===== config.mk =====
export PLATFORM = sky130hd
export DESIGN_NAME = drop_oldest_drain_fifo_core
export DESIGN_NICKNAME = d
export VERILOG_FILES = /design/src/rtl/dofd_pkg.sv /design/src/rtl/dofd_cell.sv /design/src/rtl/drop_oldest_drain_fifo_core.sv
export SDC_FILE = /design/constraint.sdc
export NUM_CORES = 1
export LEC_CHECK = 0
export BUFFER_PORTS_ARGS = -buffer_cell sky130_fd_sc_hd__buf_2
export CORE_ASPECT_RATIO = 1.5
export CORE_MARGIN = 5
export CORE_UTILIZATION = 51
export CTS_CLUSTER_DIAMETER = 200
export DETAILED_ROUTE_END_ITERATION = 6
export PLACE_DENSITY_LB_ADDON = 0.05
export SETUP_SLACK_MARGIN = 0.3
export SKIP_LAST_GASP = 1
export SLEW_MARGIN = 20
export SYNTH_ARGS = -nofsm -noshare
export SYNTH_HDL_FRONTEND = slang
export SYNTH_HIERARCHICAL = 1
export SYNTH_SLANG_ARGS = --single-unit

===== constraint.sdc =====
create_clock -name clock -period 36.4 [get_ports clock]
set_input_delay 9.1 -clock clock [delete_from_list [all_inputs] [get_ports clock]]
set_output_delay 9.1 -clock clock [all_outputs]
set_load 0.01 [all_outputs]

===== src/rtl/dofd_pkg.sv =====
`default_nettype none
package dofd_pkg;

   localparam int DEPTH_DEFAULT = 16;
   localparam int VALUE_W       = 32;
   localparam int COUNT_W       = 5;
   localparam int MAX_EMIT      = 16;
   localparam int LEFT_W        = $clog2(MAX_EMIT + 1);

   localparam logic [COUNT_W-1:0] CAP_RESET = COUNT_W'(16);

   localparam logic OP_ENQUEUE = 1'b0;
   localparam logic OP_DRAIN   = 1'b1;

   typedef struct packed {
      logic                      operation;
      logic signed [VALUE_W-1:0] item_value;
      logic [COUNT_W-1:0]        drain_count;
   } req_type;

   typedef struct packed {
      logic signed [VALUE_W-1:0] out_value;
      logic                      last_of_run;
   } rsp_type;

endpackage
`default_nettype wire


===== src/rtl/dofd_cell.sv =====
`default_nettype none
module dofd_cell
   import dofd_pkg::*;
(
   input  wire logic                      clock,
   input  wire logic                      shift_en,
   input  wire logic signed [VALUE_W-1:0] value_in,
   output logic signed [VALUE_W-1:0]      value_out
);

   logic signed [VALUE_W-1:0] value_ff;

   // take value_in (the neighbor's entry, or the new item at the head) on every enqueue
   always_ff @(posedge clock) begin
      if (shift_en) begin
         value_ff <= value_in;
      end
   end

   assign value_out = value_ff;

endmodule
`default_nettype wire


===== src/rtl/drop_oldest_drain_fifo_core.sv =====
`default_nettype none
// Bounded queue of signed 32-bit values that drops its oldest entry when full.
// Request channel: present req_payload with start high; a request is taken at
// a rising edge where start is high and busy is low. An enqueue request
// stores item_value; if the queue already holds the capacity, the oldest
// entries are discarded first. A drain request emits up to drain_count of
// the oldest entries (at most 16, at most what is stored).
// Result channel: each result sits on rsp_payload for one cycle with
// rsp_valid high; last_of_run marks the final entry of a drain. The receiver
// cannot stall, so results leave at one per cycle.
// Timing: busy stays low for an enqueue, so enqueues run back to back. A
// drain of n entries holds busy while the run counter left_ff is nonzero,
// one entry read per cycle from the tail of the cell chain; the request
// loads left_ff, each read is registered into rsp_payload, and the results
// follow on consecutive cycles. A drain that emits nothing leaves busy low.
// csr_we/csr_wdata write the capacity (0 acts as 1, above DEPTH saturates).
// Reset empties the queue and sets the capacity to 16; entry data is not
// cleared.
module drop_oldest_drain_fifo_core
   import dofd_pkg::*;
#(
   parameter int DEPTH = DEPTH_DEFAULT
) (
   input  wire logic               clock,
   input  wire logic               reset,
   input  wire logic               start,
   input  wire req_type            req_payload,
   output logic                    busy,
   output logic                    rsp_valid,
   output rsp_type                 rsp_payload,
   input  wire logic               csr_we,
   input  wire logic [COUNT_W-1:0] csr_wdata
);

   localparam int OCC_W = $clog2(DEPTH + 1);
   localparam int CMP_W = (OCC_W > COUNT_W) ? OCC_W : COUNT_W;

   logic [COUNT_W-1:0]        cap_ff;
   logic [OCC_W-1:0]          occ_ff,  occ_in;
   logic [LEFT_W-1:0]         left_ff, left_in;
   logic                      rsp_valid_ff, rsp_valid_in;
   rsp_type                   rsp_ff,  rsp_in;

   logic signed [VALUE_W-1:0] cell_q [DEPTH];
   logic                      accept, enq, drain, emit;
   logic [CMP_W-1:0]          cap_eff, occ_ext, cnt;
   logic signed [VALUE_W-1:0] tail_value;

   assign accept = start && !busy;
   assign enq    = accept && (req_payload.operation == OP_ENQUEUE);
   assign drain  = accept && (req_payload.operation == OP_DRAIN);
   assign emit   = (left_ff != '0);
   assign busy   = emit;

   // newest entry lives in cell 0, oldest in cell occ-1
   for (genvar i = 0; i < DEPTH; i++) begin : g_cell
      if (i == 0) begin : g_head
         dofd_cell u_cell (
            .clock     (clock),
            .shift_en  (enq),
            .value_in  (req_payload.item_value),
            .value_out (cell_q[i])
         );
      end else begin : g_body
         dofd_cell u_cell (
            .clock     (clock),
            .shift_en  (enq),
            .value_in  (cell_q[i-1]),
            .value_out (cell_q[i])
         );
      end
   end

   always_comb begin
      tail_value = '0;
      for (int i = 0; i < DEPTH; i++) begin
         if (occ_ff == OCC_W'(i + 1)) begin
            tail_value = cell_q[i];
         end
      end
   end

   always_comb begin
      cap_eff = CMP_W'(cap_ff);
      if (cap_eff == '0) begin
         cap_eff = CMP_W'(1);
      end
      if (cap_eff > CMP_W'(DEPTH)) begin
         cap_eff = CMP_W'(DEPTH);
      end
      occ_ext = CMP_W'(occ_ff);

      cnt = CMP_W'(req_payload.drain_count);
      if (cnt > occ_ext) begin
         cnt = occ_ext;
      end
      if (cnt > CMP_W'(MAX_EMIT)) begin
         cnt = CMP_W'(MAX_EMIT);
      end

      occ_in       = occ_ff;
      left_in      = left_ff;
      rsp_valid_in = 1'b0;
      rsp_in       = rsp_ff;

      if (enq) begin
         // drop oldest entries down to one below capacity, then store
         if (occ_ext >= cap_eff) begin
            occ_in = OCC_W'(cap_eff);
         end else begin
            occ_in = occ_ff + OCC_W'(1);
         end
      end else if (drain) begin
         left_in = LEFT_W'(cnt);
      end else if (emit) begin
         rsp_valid_in        = 1'b1;
         rsp_in.out_value    = tail_value;
         rsp_in.last_of_run  = (left_ff == LEFT_W'(1));
         occ_in              = occ_ff - OCC_W'(1);
         left_in             = left_ff - LEFT_W'(1);
      end
   end

   always_ff @(posedge clock) begin
      if (reset) begin
         cap_ff       <= CAP_RESET;
         occ_ff       <= '0;
         left_ff      <= '0;
         rsp_valid_ff <= 1'b0;
      end else begin
         if (csr_we) begin
            cap_ff <= csr_wdata;
         end
         occ_ff       <= occ_in;
         left_ff      <= left_in;
         rsp_valid_ff <= rsp_valid_in;
      end
   end

   always_ff @(posedge clock) begin
      rsp_ff <= rsp_in;
   end

   assign rsp_valid   = rsp_valid_ff;
   assign rsp_payload = rsp_ff;

endmodule
`default_nettype wire

Yosys cells after proc, flatten, opt, wreduce, memory -nomap -nowiden --
Index checks and enable logic that the tools add are counted.
Cells by class: $add $sub $neg 3, $lt $le $gt $ge 4, equality and inequality tests 18, mux-type cells 27, bitwise operators 3, reductions and logical operators 12
Operators with widths (count):
- 2-to-1 mux 32 bit | 16
- 2-to-1 mux 5 bit | 10
- equality test 5 x 4 -> 1 bit (second input constant) | 8
- equality test 5 x 3 -> 1 bit (second input constant) | 4
- equality test 5 x 1 -> 1 bit (second input constant) | 2
- equality test 5 x 2 -> 1 bit (second input constant) | 2
- > comparator 5 bit (second input constant) | 2
- subtractor 5 x 1 -> 5 bit (second input constant) | 2
- adder 5 x 1 -> 5 bit (second input constant) | 1
- equality test 5 bit (second input constant) | 1
- greater-or-equal comparator 5 bit | 1
- > comparator 5 bit | 1
- zero test 5 bit | 1
- nonzero test 5 bit | 1
- AND reduction 2 bit | 2
- nonzero test 2 bit | 2
- logical AND 1 bit | 3
- inverter 1 bit | 3
- AND reduction 3 bit | 1
- OR reduction 3 bit | 1
- inequality test 2 bit (second input constant) | 1
- zero test 1 bit | 1
- 2-to-1 mux 1 bit | 1
Storage, ports and cells: register bits after elaboration 561

Depth between registers and ports, before layout --
Gate-level depths: netlist of the first run.
word-level depth 17, mapped depth 13

Hierarchy --
The synthesis of the first run kept the hierarchy.
Modules (own cells, without submodules):
- dofd_cell | times used 16, cells each 32, area an instance 960.9 sq um, sequential area each 960.9 sq um
- drop_oldest_drain_fifo_core | times used 1, cells each 1052, area an instance 7494.7 sq um, sequential area each 1311.3 sq um

Least setup slack after synthesis of the first run --
No wires, ideal clock.
path kind in2reg, from input req_payload[37] (netlist bit), to register occ_ff[3], in the netlist occ_ext[3], setup time 762 ps, data arrival time 24547 ps, data required time 35638 ps, path slack 11092 ps, cell stages on the path 4, path buffers 1, path through nand3b_1 inv_1 clkbuf_1 o311ai_0
On the way: cells in the longest elaborated chain, start to end 4, elaborated cells between the ends (all ways) 7, classes of those cells 1 x eq/ne; 1 x mux; 1 x bitwise; 4 x reduce/logical
Ends and longest elaborated chain:
- start, declared | RTL line drop_oldest_drain_fifo_core.sv:27 | input wire req_type req_payload,
- inverter 1 bit (*) | RTL line drop_oldest_drain_fifo_core.sv:50 | assign enq = accept && (req_payload.operation == OP_ENQUEUE);
- logical AND 1 bit (*) | RTL line drop_oldest_drain_fifo_core.sv:50
- named net enq | RTL line drop_oldest_drain_fifo_core.sv:45 | logic accept, enq, drain, emit;
- inequality test 2 bit (no source line) / nonzero test 2 bit (equally long branches)
- AND reduction 2 bit (no source line)
- end signal, assigned | RTL line drop_oldest_drain_fifo_core.sv:134 | occ_ff <= occ_in;
- end, declared | RTL line drop_oldest_drain_fifo_core.sv:39 | logic [OCC_W-1:0] occ_ff, occ_in;
Mark *: on every way through the listed nets, which the timed path passes. The rest lies on a longest branch. A chain may end at the register's enable or synchronous reset.

Worst setup path in the final report of the first run --
from input req_payload[37] (netlist bit), to register g_cell[11].g_body.u_cell.value_ff[8], enable pin
On the way: cells in the longest elaborated chain, start to end 2
Ends and longest elaborated chain:
- inverter 1 bit | RTL line drop_oldest_drain_fifo_core.sv:50
- logical AND 1 bit | RTL line drop_oldest_drain_fifo_core.sv:50
- end signal, assigned | RTL line dofd_cell.sv:16 | value_ff <= value_in;
- end, declared | RTL line dofd_cell.sv:11 | logic signed [VALUE_W-1:0] value_ff;
No other way between the ends.

==> flow_summary.json, run 1 <==
{
  "cts_tree": "done",
  "track_usage_pct": 21.1,
  "min_path_cells": 0,
  "cts_setup_buffers": 0,
  "rows": 95,
  "port-buffer-count": 81,
  "timing.fmax_ghz": 0.0783,
  "cts_max_level": 2,
  "dp_hpwl_mm": 32.9,
  "synth_async_sr_flop_share_pct": 0,
  "period_share_pct": 35.1,
  "grt_pass1_vias": 13735,
  "initial_core_util_pct": 51.3,
  "wire_per_inst_um": 23.4,
  "outcome": "completed",
  "leakagePower_nw": 8.08,
  "vias_per_cell": 6.14,
  "cts.clk_slew.worst_paths_ps": 60,
  "place_ws_ps": 22960,
  "drv_slew": 0,
  "syn-num-nets": 1629,
  "synth_area_leader_cell": "edfxtp_1",
  "slowest_delay_ps": 870,
  "placed_cell_area_mm2": 0.0237,
  "drive_gt1_share_pct": 13.7,
  "clk_latency_ps": 580,
  "synth_area_leaders": "edfxtp_1 (72%), o21ai_0 (2.9%), a21oi_1 (2.3%), a221oi_1 (2.1%), nand2_1 (2.0%)",
  "cp_max_fo": 192,
  "rsz0062_at_grt": "false",
  "relSlewSlack_pct": 23.6,
  "synth_top_cell_area_share_pct": 71.6,
  "vias": 13807,
  "min_period_ps": 12770,
  "drc_errors": 0,
  "coreArea_mm2": 0.0446,
  "synth-main-ff-cell": "edfxtp_1",
  "dr.pass1.iters": 5,
  "ys_types": 89,
  "peakVddDrop_mv": 0.101,
  "grt_max_degree": 193,
  "yosysMostFrequentCell": "edfxtp_1",
  "cts_root_buf": "clkbuf_16",
  "p_total_w": 0.00209,
  "setup_tns_ps": 0,
  "crit_chain": "buf_2 > nand3b_1 > inv_8 > buf_4 > buf_12 > buf_4",
  "cp-start-kind": "input pin",
  "gp_congestion": 0.803,
  "worst-r2r-cell-count": 8,
  "cp_common_cell": "buf_4",
  "fin_area_mm2": 0.0254,
  "clock_path_buffers": 3,
  "antenna_cells": 0,
  "cap_violations": 0,
  "hold_buffers": 0,
  "grt_pass1_wl_mm": 82.4,
  "fin_skew_ps": 25.9,
  "io_pins": 82,
  "grt_overflow": 0,
  "syn-cell-area_mm2": 0.0229,
  "ys_top_cells_by_count": "edfxtp_1 (545), o21ai_0 (131), nand2_1 (120)",
  "tightest_slew_ps": 1150,
  "setup_viol": 0,
  "antenna_found_initial": 1,
  "power_density_mw_per_mm2": 82.3,
  "areaGrowthSynthToFinish_pct": 11.2,
  "hold_class": "flip-flop to flip-flop",
  "finalWirelength_mm": 52.7,
  "cts_buffers": 54,
  "fin_hold_ws_ps": 434,
  "setup_ws_ps": 23630,
  "end_kind": "flip-flop",
  "cts_resized": 0,
  "nets": 1686,
  "cts.sinks": 561,
  "criticalPathCategory": "input pin to flip-flop",
  "arrival_ps": 12960,
  "cp.required_ps": 36590,
  "dieHeight_um": 269,
  "synth_seq_cells": 561,
  "synth_edf_count": 545,
  "syn_avg_cell_area_um2": 14.6,
  "dieWidth_um": 183,
  "drtIter0Drc": 1475,
  "ys_seq_area_share_pct": 73.0,
  "dieArea_mm2": 0.0493,
  "final_hold_viol_count": 0,
  "slowest_stage": "buf_4",
  "ant_nets": 0,
  "ys_warn_count": 6,
  "synthCells": 1564
}
final timing paths:
| kind | from | endpoint | slack [ps] |
|---|---|---|---|
| max | req_payload[37] | g_cell[11].g_body.u_cell/value_out[8] | 23630 |
| min | g_cell[2].g_body.u_cell/value_out[31] | g_cell[3].g_body.u_cell/value_out[31] | 430 |
| max reg2reg | left_ff[0] | g_cell[11].g_body.u_cell/value_out[8] | 31340 |
| min reg2reg | g_cell[2].g_body.u_cell/value_out[31] | g_cell[3].g_body.u_cell/value_out[31] | 430 |
stage by stage:
stage          util [%]  std cells
3_5_place_dp       53.2       2147
4_1_cts            57.0       2248
3_3_place_gp       53.2       2147
2_1_floorplan         -       1564
5_1_grt            57.1       2248
6_report           57.1       2248
power by group:
group          leakage, nW  internal (W)  switching (W)  total (W)
Clock                0.833      0.000311       0.000235   0.000546
Sequential            5.17      0.000877      0.0000468   0.000924
Combinational         2.08      0.000201       0.000423   0.000624
cell usage in the layout, fill, tap and decap left out, drive strengths merged, types with 16 or more instances in the layout:
| cell type | netlist | final |
|---|---|---|
| ha | 18 | 18 |
| o21ai | 140 | 140 |
| nand2b | 18 | 18 |
| o211ai | 28 | 28 |
| nor2 | 55 | 55 |
| buf | 63 | 104 |
| a221oi | 57 | 57 |
| nand3 | 25 | 25 |
| inv | 25 | 26 |
| edfxtp | 545 | 545 |
| o22ai | 52 | 52 |
| clkbuf | 40 | 66 |
| a21oi | 109 | 109 |
| dfxtp | 16 | 16 |
| a22oi | 19 | 19 |
| clkinv | 1 | 30 |
| nor3 | 33 | 33 |
| nand2 | 121 | 121 |
sequential cells by signal, indices dropped and copies added (netlist names):
signal,cells
g_cell.g_body.u_cell/value_out,480
rsp_payload,33
g_cell.g_head.u_cell/value_out,32
cap_ff,5
left_ff,5
occ_ext,5
rsp_valid,1
kinds of logic after synthesis:
group                    count (synthesis)  synth area share, %
flip-flops                             561                 73.0
AO/OA/AOI/OAI                          523                 15.3
AND/OR/NAND/NOR                        316                 7.35
buffers and inverters                  129                 2.65
adder cells (fa/ha/maj)                 18                0.985
multiplexers                            12                0.553
XOR/XNOR                                 5                0.192
per-layer routing:
metal	vias up	GRT usage, %	wire length, um
met5	-	0	13
met1	6841	31.1	23100
met3	80	3.61	3500
met2	498	32.9	24900
met4	2	5.34	1150
li1	6386	-	-
cell type report:
class,instances,area [um2]
inverters,26,105
fillers,3560,19100
clock buffers,66,1420
flip-flops and latches,561,16700
clock inverters,35,283
well taps,582,728
multi-input cells,874,5620
repair buffers,104,591
worst max-delay path: cells and delay by family:
family	cells	cell delay [ps]
simple gates	1	300
buf+inv	5	3150
Power figures use the tool's default switching activity.
==> run 2, diff against run 1 <==
==> constraint.sdc (replaced) <==
create_clock -name clock -period 13.2 [get_ports clock]
set_input_delay 3.3 -clock clock [delete_from_list [all_inputs] [get_ports clock]]
set_output_delay 3.3 -clock clock [all_outputs]
set_load 0.01 [all_outputs]
==> run 2 against run 1 <==
Net effect: cell count fell by 0.18%; core utilization fell by 0.11 points; clock power rose to 2.7 times the previous value; critical path depth fell by 1; flip-flop and latch count did not move; sequential share of layout area rose by 0.12 points; worst setup slack got worse by 16000 ps; clock skew fell by 4.0 ps; sequential power rose to 2.8 times the previous value.
==> flow_summary.json, run 2 (synthesized netlist as in run 1, its figures left out) <==
{
  "outcome": "completed",
  "largest_reg_flops": 480,
  "cts_root_buf": "clkbuf_16",
  "wire_per_inst_um": 23.5,
  "worst-r2r-cell-count": 9,
  "r2r_slack_ps": 8810,
  "p_sw_share_pct": 33.6,
  "internal_power_w": 0.00382,
  "cts_setup_buffers": 0,
  "arrival_ps": 6060,
  "dp_hpwl_mm": 33.0,
  "cp_max_fo": 180,
  "drtIter0Drc": 1314,
  "finalWirelength_mm": 52.7,
  "cts_max_level": 2,
  "setup_tns_ps": 0,
  "slowest_delay_ps": 890,
  "dieWidth_um": 183,
  "grt_overflow": 0,
  "dieHeight_um": 269,
  "cp-start-kind": "input pin",
  "grt_pass1_vias": 13492,
  "drive_gt1_share_pct": 13.6,
  "track_usage_pct": 20.9,
  "leakagePower_nw": 8.04,
  "dr.pass1.iters": 5,
  "comb_power_share_pct": 29.7,
  "cts.sinks": 561,
  "grt_max_degree": 181,
  "hold_class": "flip-flop to flip-flop",
  "fin_hold_ws_ps": 436,
  "vias": 13696,
  "areaGrowthSynthToFinish_pct": 11.0,
  "cap_violations": 0,
  "antenna_cells": 0,
  "power_switching_w": 0.00193,
  "hold_buffers": 0,
  "gp_congestion": 0.813,
  "r2r_end": "rsp_payload[26]",
  "n_fill_cell": 3589,
  "relSlewSlack_pct": 25.3,
  "final_common_cell": "edfxtp_1",
  "min_to": "g_cell[3].g_body.u_cell/value_out[29]",
  "dieArea_mm2": 0.0493,
  "ant_nets": 0,
  "nets": 1683,
  "cp.required_ps": 13390,
  "fin_skew_ps": 21.9,
  "coreArea_mm2": 0.0446,
  "final_hold_viol_count": 0,
  "cts_resized": 0,
  "end_kind": "flip-flop",
  "tightest_slew_ps": 1110,
  "min_period_ps": 5870,
  "power.share.clock_pct": 25.8,
  "setup_viol": 0,
  "power_density_mw_per_mm2": 226,
  "cts_tree": "done",
  "p_seq_share_pct": 44.4,
  "min_path_cells": 0,
  "final_cell_mix": "edfxtp_1 (545), o21ai_0 (131), nand2_1 (120)",
  "cts_buffers": 52,
  "initial_core_util_pct": 51.3,
  "cts.clk_slew.worst_paths_ps": 70,
  "clk_latency_ps": 590,
  "r2r-start": "occ_ext[1]",
  "rsz0062_at_grt": "false",
  "drv_slew": 0,
  "min_from": "g_cell[2].g_body.u_cell/value_out[29]",
  "peakVddDrop_mv": 0.168,
  "vias_per_cell": 6.10,
  "crit_chain": "buf_2 > nand3b_1 > inv_8 > buf_4 > buf_12",
  "drc_errors": 0,
  "antenna_found_initial": 0,
  "grt_pass1_wl_mm": 81.3,
  "rows": 95,
  "clock_path_buffers": 3,
  "timing.fmax_ghz": 0.170,
  "port-buffer-count": 81,
  "slowest_stage": "buf_4",
  "period_share_pct": 44.4,
  "criticalPathCategory": "input pin to flip-flop",
  "io_pins": 82
}
## run 2: cell count changes in the layout (fill, tap and decap cells not counted), sizes merged
cell | previous run | this run
buf | 104 | 103
bufinv | 5 | 4
clkbuf | 66 | 82
clkinv | 30 | 10
inv | 26 | 28
## run 2: critical path, delay by kind of cell
| kind | cells | cell delay [ps] |
|---|---|---|
| buf+inv | 4 | 2290 |
| simple gates | 1 | 320 |
## run 2: metrics by stage
stage | total power, W | area [um2] | util [%] | instances | setup slack [ps]
finish | 0.00575 | 25400 | 56.9 | 2244 | 7330
detailed placement | 0.00430 | 23700 | 53.2 | 2146 | 6470
global placement | 0.00427 | 23700 | 53.2 | 2146 | 6570
CTS | 0.00578 | 25400 | 56.9 | 2244 | 7080
floorplan | 0.00379 | 22900 | - | 1564 | 2100
global route | 0.00603 | 25400 | 56.9 | 2244 | 7120
## run 2: area by class of cell
cell class | count | area [um2] | share of cell area (%)
flip-flops and latches | 561 | 16700 | 65.7
repair buffers | 103 | 587 | 2.31
well taps | 582 | 728 | 2.87
multi-input cells | 874 | 5620 | 22.1
clock inverters | 16 | 185 | 0.729
inverters | 26 | 105 | 0.414
clock buffers | 82 | 1480 | 5.81
## run 2: metal layers
layer	up-vias	GRT usage (%)	wire length, um
li1	6374	-	-
met1	6801	31.0	23700
met2	440	33.1	24700
met3	81	2.80	2930
met4	0	5.71	1370
met5	-	0	0
## run 2: worst max path at each step
stage                         start                                     end  slack, ps
floorplan           req_payload[37]                              occ_ext[3]       2100
global placement    req_payload[37]  g_cell[15].g_body.u_cell/value_out[12]       6570
detailed placement  req_payload[37]  g_cell[15].g_body.u_cell/value_out[20]       6470
CTS                 req_payload[37]  g_cell[14].g_body.u_cell/value_out[25]       7080
global route        req_payload[37]  g_cell[11].g_body.u_cell/value_out[13]       7120
finish              req_payload[37]  g_cell[10].g_body.u_cell/value_out[14]       7330
## run 2: power groups by stage
stage	combinational (W)	clock (W)	sequential, W
2_1_floorplan	0.00112	0	0.00268
3_3_place_gp	0.00169	0	0.00258
3_5_place_dp	0.00170	0	0.00259
4_1_cts	0.00171	0.00151	0.00256
5_1_grt	0.00185	0.00159	0.00259
6_report	0.00171	0.00148	0.00255
==> run 3, diff against run 2 <==
--- a/config.mk
+++ b/config.mk
@@ -5,6 +5,7 @@
 export SDC_FILE = /design/constraint.sdc
 export NUM_CORES = 1
 export LEC_CHECK = 0
+export ABC_AREA = 1
 export BUFFER_PORTS_ARGS = -buffer_cell sky130_fd_sc_hd__buf_2
 export CORE_ASPECT_RATIO = 1.5
 export CORE_MARGIN = 5
==> constraint.sdc (replaced) <==
create_clock -name clock -period 4.9 [get_ports clock]
set_input_delay 1.225 -clock clock [delete_from_list [all_inputs] [get_ports clock]]
set_output_delay 1.225 -clock clock [all_outputs]
set_load 0.01 [all_outputs]
==> run 3 against run 2 <==
Net effect: sequential power grew to 2.6 times the previous value; combinational power grew 110%; clock power grew 150%; final area grew 2.3%; hold slack lost 4.4 ps; routed wire length shrank 22%; total power grew 140%; worst setup slack lost 5700 ps; flip-flop and latch count is the same; largest power group unchanged.
==> flow_summary.json, run 3 <==
{
  "outcome": "completed",
  "r2r_end": "rsp_payload[30]",
  "track_usage_pct": 16.5,
  "rows": 96,
  "dieHeight_um": 272,
  "areaGrowthSynthToFinish_pct": 10.9,
  "grt_pass1_vias": 13309,
  "vias_per_cell": 4.84,
  "cp_common_cell": "inv_1",
  "min_path_cells": 0,
  "leakagePower_nw": 10.1,
  "final_common_cell": "nand2_1",
  "cts.clk_slew.worst_paths_ps": 60,
  "min_from": "g_cell[4].g_body.u_cell/value_out[15]",
  "multi_input_area_mm2": 0.00565,
  "synth_top_family_by_area": "simple AND/OR/NAND/NOR gates",
  "cts_resized": 0,
  "tightest_slew_ps": 1030,
  "ys_top_cells_by_count": "nand2_1 (737), edfxtp_1 (545), inv_1 (169)",
  "fin_area_mm2": 0.0260,
  "power_density_mw_per_mm2": 542,
  "final_hold_viol_count": 0,
  "io_pins": 82,
  "ys_warn_count": 6,
  "coreArea_mm2": 0.0456,
  "p_total_w": 0.0141,
  "cp.required_ps": 3670,
  "final_util_pct": 56.9,
  "synth_seq_cells": 561,
  "drv_slew": 0,
  "largest_reg_flops": 480,
  "period_share_pct": 66.3,
  "criticalPathCategory": "flip-flop to primary output",
  "synth_area_leader_cell": "edfxtp_1",
  "grt_max_degree": 116,
  "cp_max_fo": 6,
  "setup_viol": 0,
  "ys_seq_area_share_pct": 71.3,
  "ant_nets": 0,
  "cts_buffers": 52,
  "synth-compound-area-share_pct": 3.47,
  "rsz0062_at_grt": "false",
  "worst-r2r-cell-count": 19,
  "n_fill_cell": 3818,
  "end_kind": "primary output",
  "crit_chain": "inv_1 > ha_1 > inv_1 > nor2_1 > inv_1 > buf_2",
  "place_inst": 2697,
  "grt_pass1_wl_mm": 69.1,
  "min_period_ps": 3250,
  "synthAdderAreaFrac_pct": 0.963,
  "port-buffer-count": 81,
  "wire_per_inst_um": 14.7,
  "final_cell_mix": "nand2_1 (736), edfxtp_1 (545), inv_1 (169)",
  "synth_xor_area_share_pct": 0.150,
  "fin_skew_ps": 14.6,
  "drtIter0Drc": 878,
  "cts_setup_buffers": 0,
  "cap_violations": 0,
  "gp_congestion": 0.762,
  "peakVddDrop_mv": 0.316,
  "instances_no_fill": 2790,
  "r2r-start": "occ_ext[0]",
  "synth_async_sr_flop_share_pct": 0,
  "finalWirelength_mm": 41.0,
  "seq_area_mm2": 0.0167,
  "synth-main-ff-cell": "edfxtp_1",
  "cts.sinks": 561,
  "synthMuxAreaShare_pct": 0,
  "synth_area_leaders": "edfxtp_1 (70%), nand2_1 (12%), nand3_1 (2.8%), inv_1 (2.7%), nor2_1 (1.7%)",
  "syn_avg_cell_area_um2": 11.2,
  "slowest_stage": "nor2_1",
  "cts_tree": "done",
  "clock_path_buffers": 3,
  "setup_ws_ps": 1650,
  "grt_overflow": 0,
  "drive_gt1_share_pct": 10.3,
  "dieWidth_um": 185,
  "timing.fmax_ghz": 0.308,
  "antenna_cells": 0,
  "min_to": "g_cell[5].g_body.u_cell/value_out[15]",
  "relSlewSlack_pct": 31.6,
  "slowest_delay_ps": 420,
  "yosysMostFrequentCell": "nand2_1",
  "synth_top_cell_area_share_pct": 69.9,
  "cts_max_level": 2,
  "cts_root_buf": "clkbuf_16",
  "place_ws_ps": 1550,
  "dp_hpwl_mm": 26.2,
  "drc_errors": 0,
  "synthCells": 2083,
  "syn-cell-area_mm2": 0.0234,
  "initial_core_util_pct": 51.3,
  "syn-num-nets": 2148,
  "vias": 13516,
  "dieArea_mm2": 0.0504,
  "placed_cell_area_mm2": 0.0244,
  "dr.pass1.iters": 5,
  "clk_latency_ps": 570,
  "antenna_found_initial": 0,
  "nets": 2228,
  "ys_types": 42,
  "cp-start-kind": "flip-flop",
  "arrival_ps": 2020,
  "r2r_slack_ps": 1660,
  "hold_class": "flip-flop to flip-flop",
  "yosys.area_share.simple_pct": 19.4,
  "hold_buffers": 0,
  "synth_edf_count": 545
}
[run 3: cell types whose count changed in the layout (fill, tap and decap cells not counted), sizes merged, moves of 56 or more]
cell	before	now
a21oi	109	21
a221oi	57	1
inv	28	183
nand2	121	740
nand3	25	131
nor2	55	117
or2	4	74
[run 3: final cells by class]
cell class / count / share of cell area [%]
clock buffers: 71 / 5.37
clock inverters: 22 / 0.463
inverters: 185 / 2.68
multi-input cells: 1255 / 21.7
flip-flops and latches: 561 / 64.3
well taps: 588 / 2.83
repair buffers: 108 / 2.63
[run 3: layer usage]
metal	vias up	GRT usage, %	part of all wire (%)
met4	0	3.81	1.7
met2	191	26.8	47
met3	45	2.24	3.4
met5	-	0	0
met1	6170	23.8	47
li1	7110	-	-
[run 3: how the worst max path moves through the flow]
stage	start	endpoint	slack, ps	depth (start not counted)
floorplan	start	occ_ext[0]	-4990	7
global placement	occ_ext[0]	rsp_payload[6]	1660	20
detailed placement	occ_ext[1]	rsp_payload[2]	1550	12
CTS	occ_ext[1]	rsp_payload[2]	1530	12
global route	occ_ext[1]	rsp_payload[8]	1230	19
finish	left_ff[0]	busy	1650	6
[run 3: cells by family (layout without fill, tap and decap cells)]
family,after synthesis,in the layout
simple gates,1084,1084
buf+inv,267,386
fa+ha+maj,18,18
flops,561,561
xor+xnor,4,4
compound gates,149,149
[run 3: worst max-delay path, delay by kind of cell, from the launching register on]
family	cells	cell delay, ps
flip-flops	1	310
adder cells (fa/ha/maj)	1	200
AND/OR/NAND/NOR	1	420
buffers and inverters	4	540
[run 3: metrics by stage]
step           hold slack (ps)   TNS, ps
2_1_floorplan              418  -2312370
3_3_place_gp               420         0
3_5_place_dp               425         0
4_1_cts                    436         0
5_1_grt                    449         0
6_report                   432         0
[run 3: power breakdown]
group          switching (W)  leakage, nW  internal (W)
Clock                0.00164        0.736       0.00203
Combinational        0.00251         4.19       0.00114
Sequential          0.000314         5.15       0.00643
Total                0.00447         10.1       0.00960
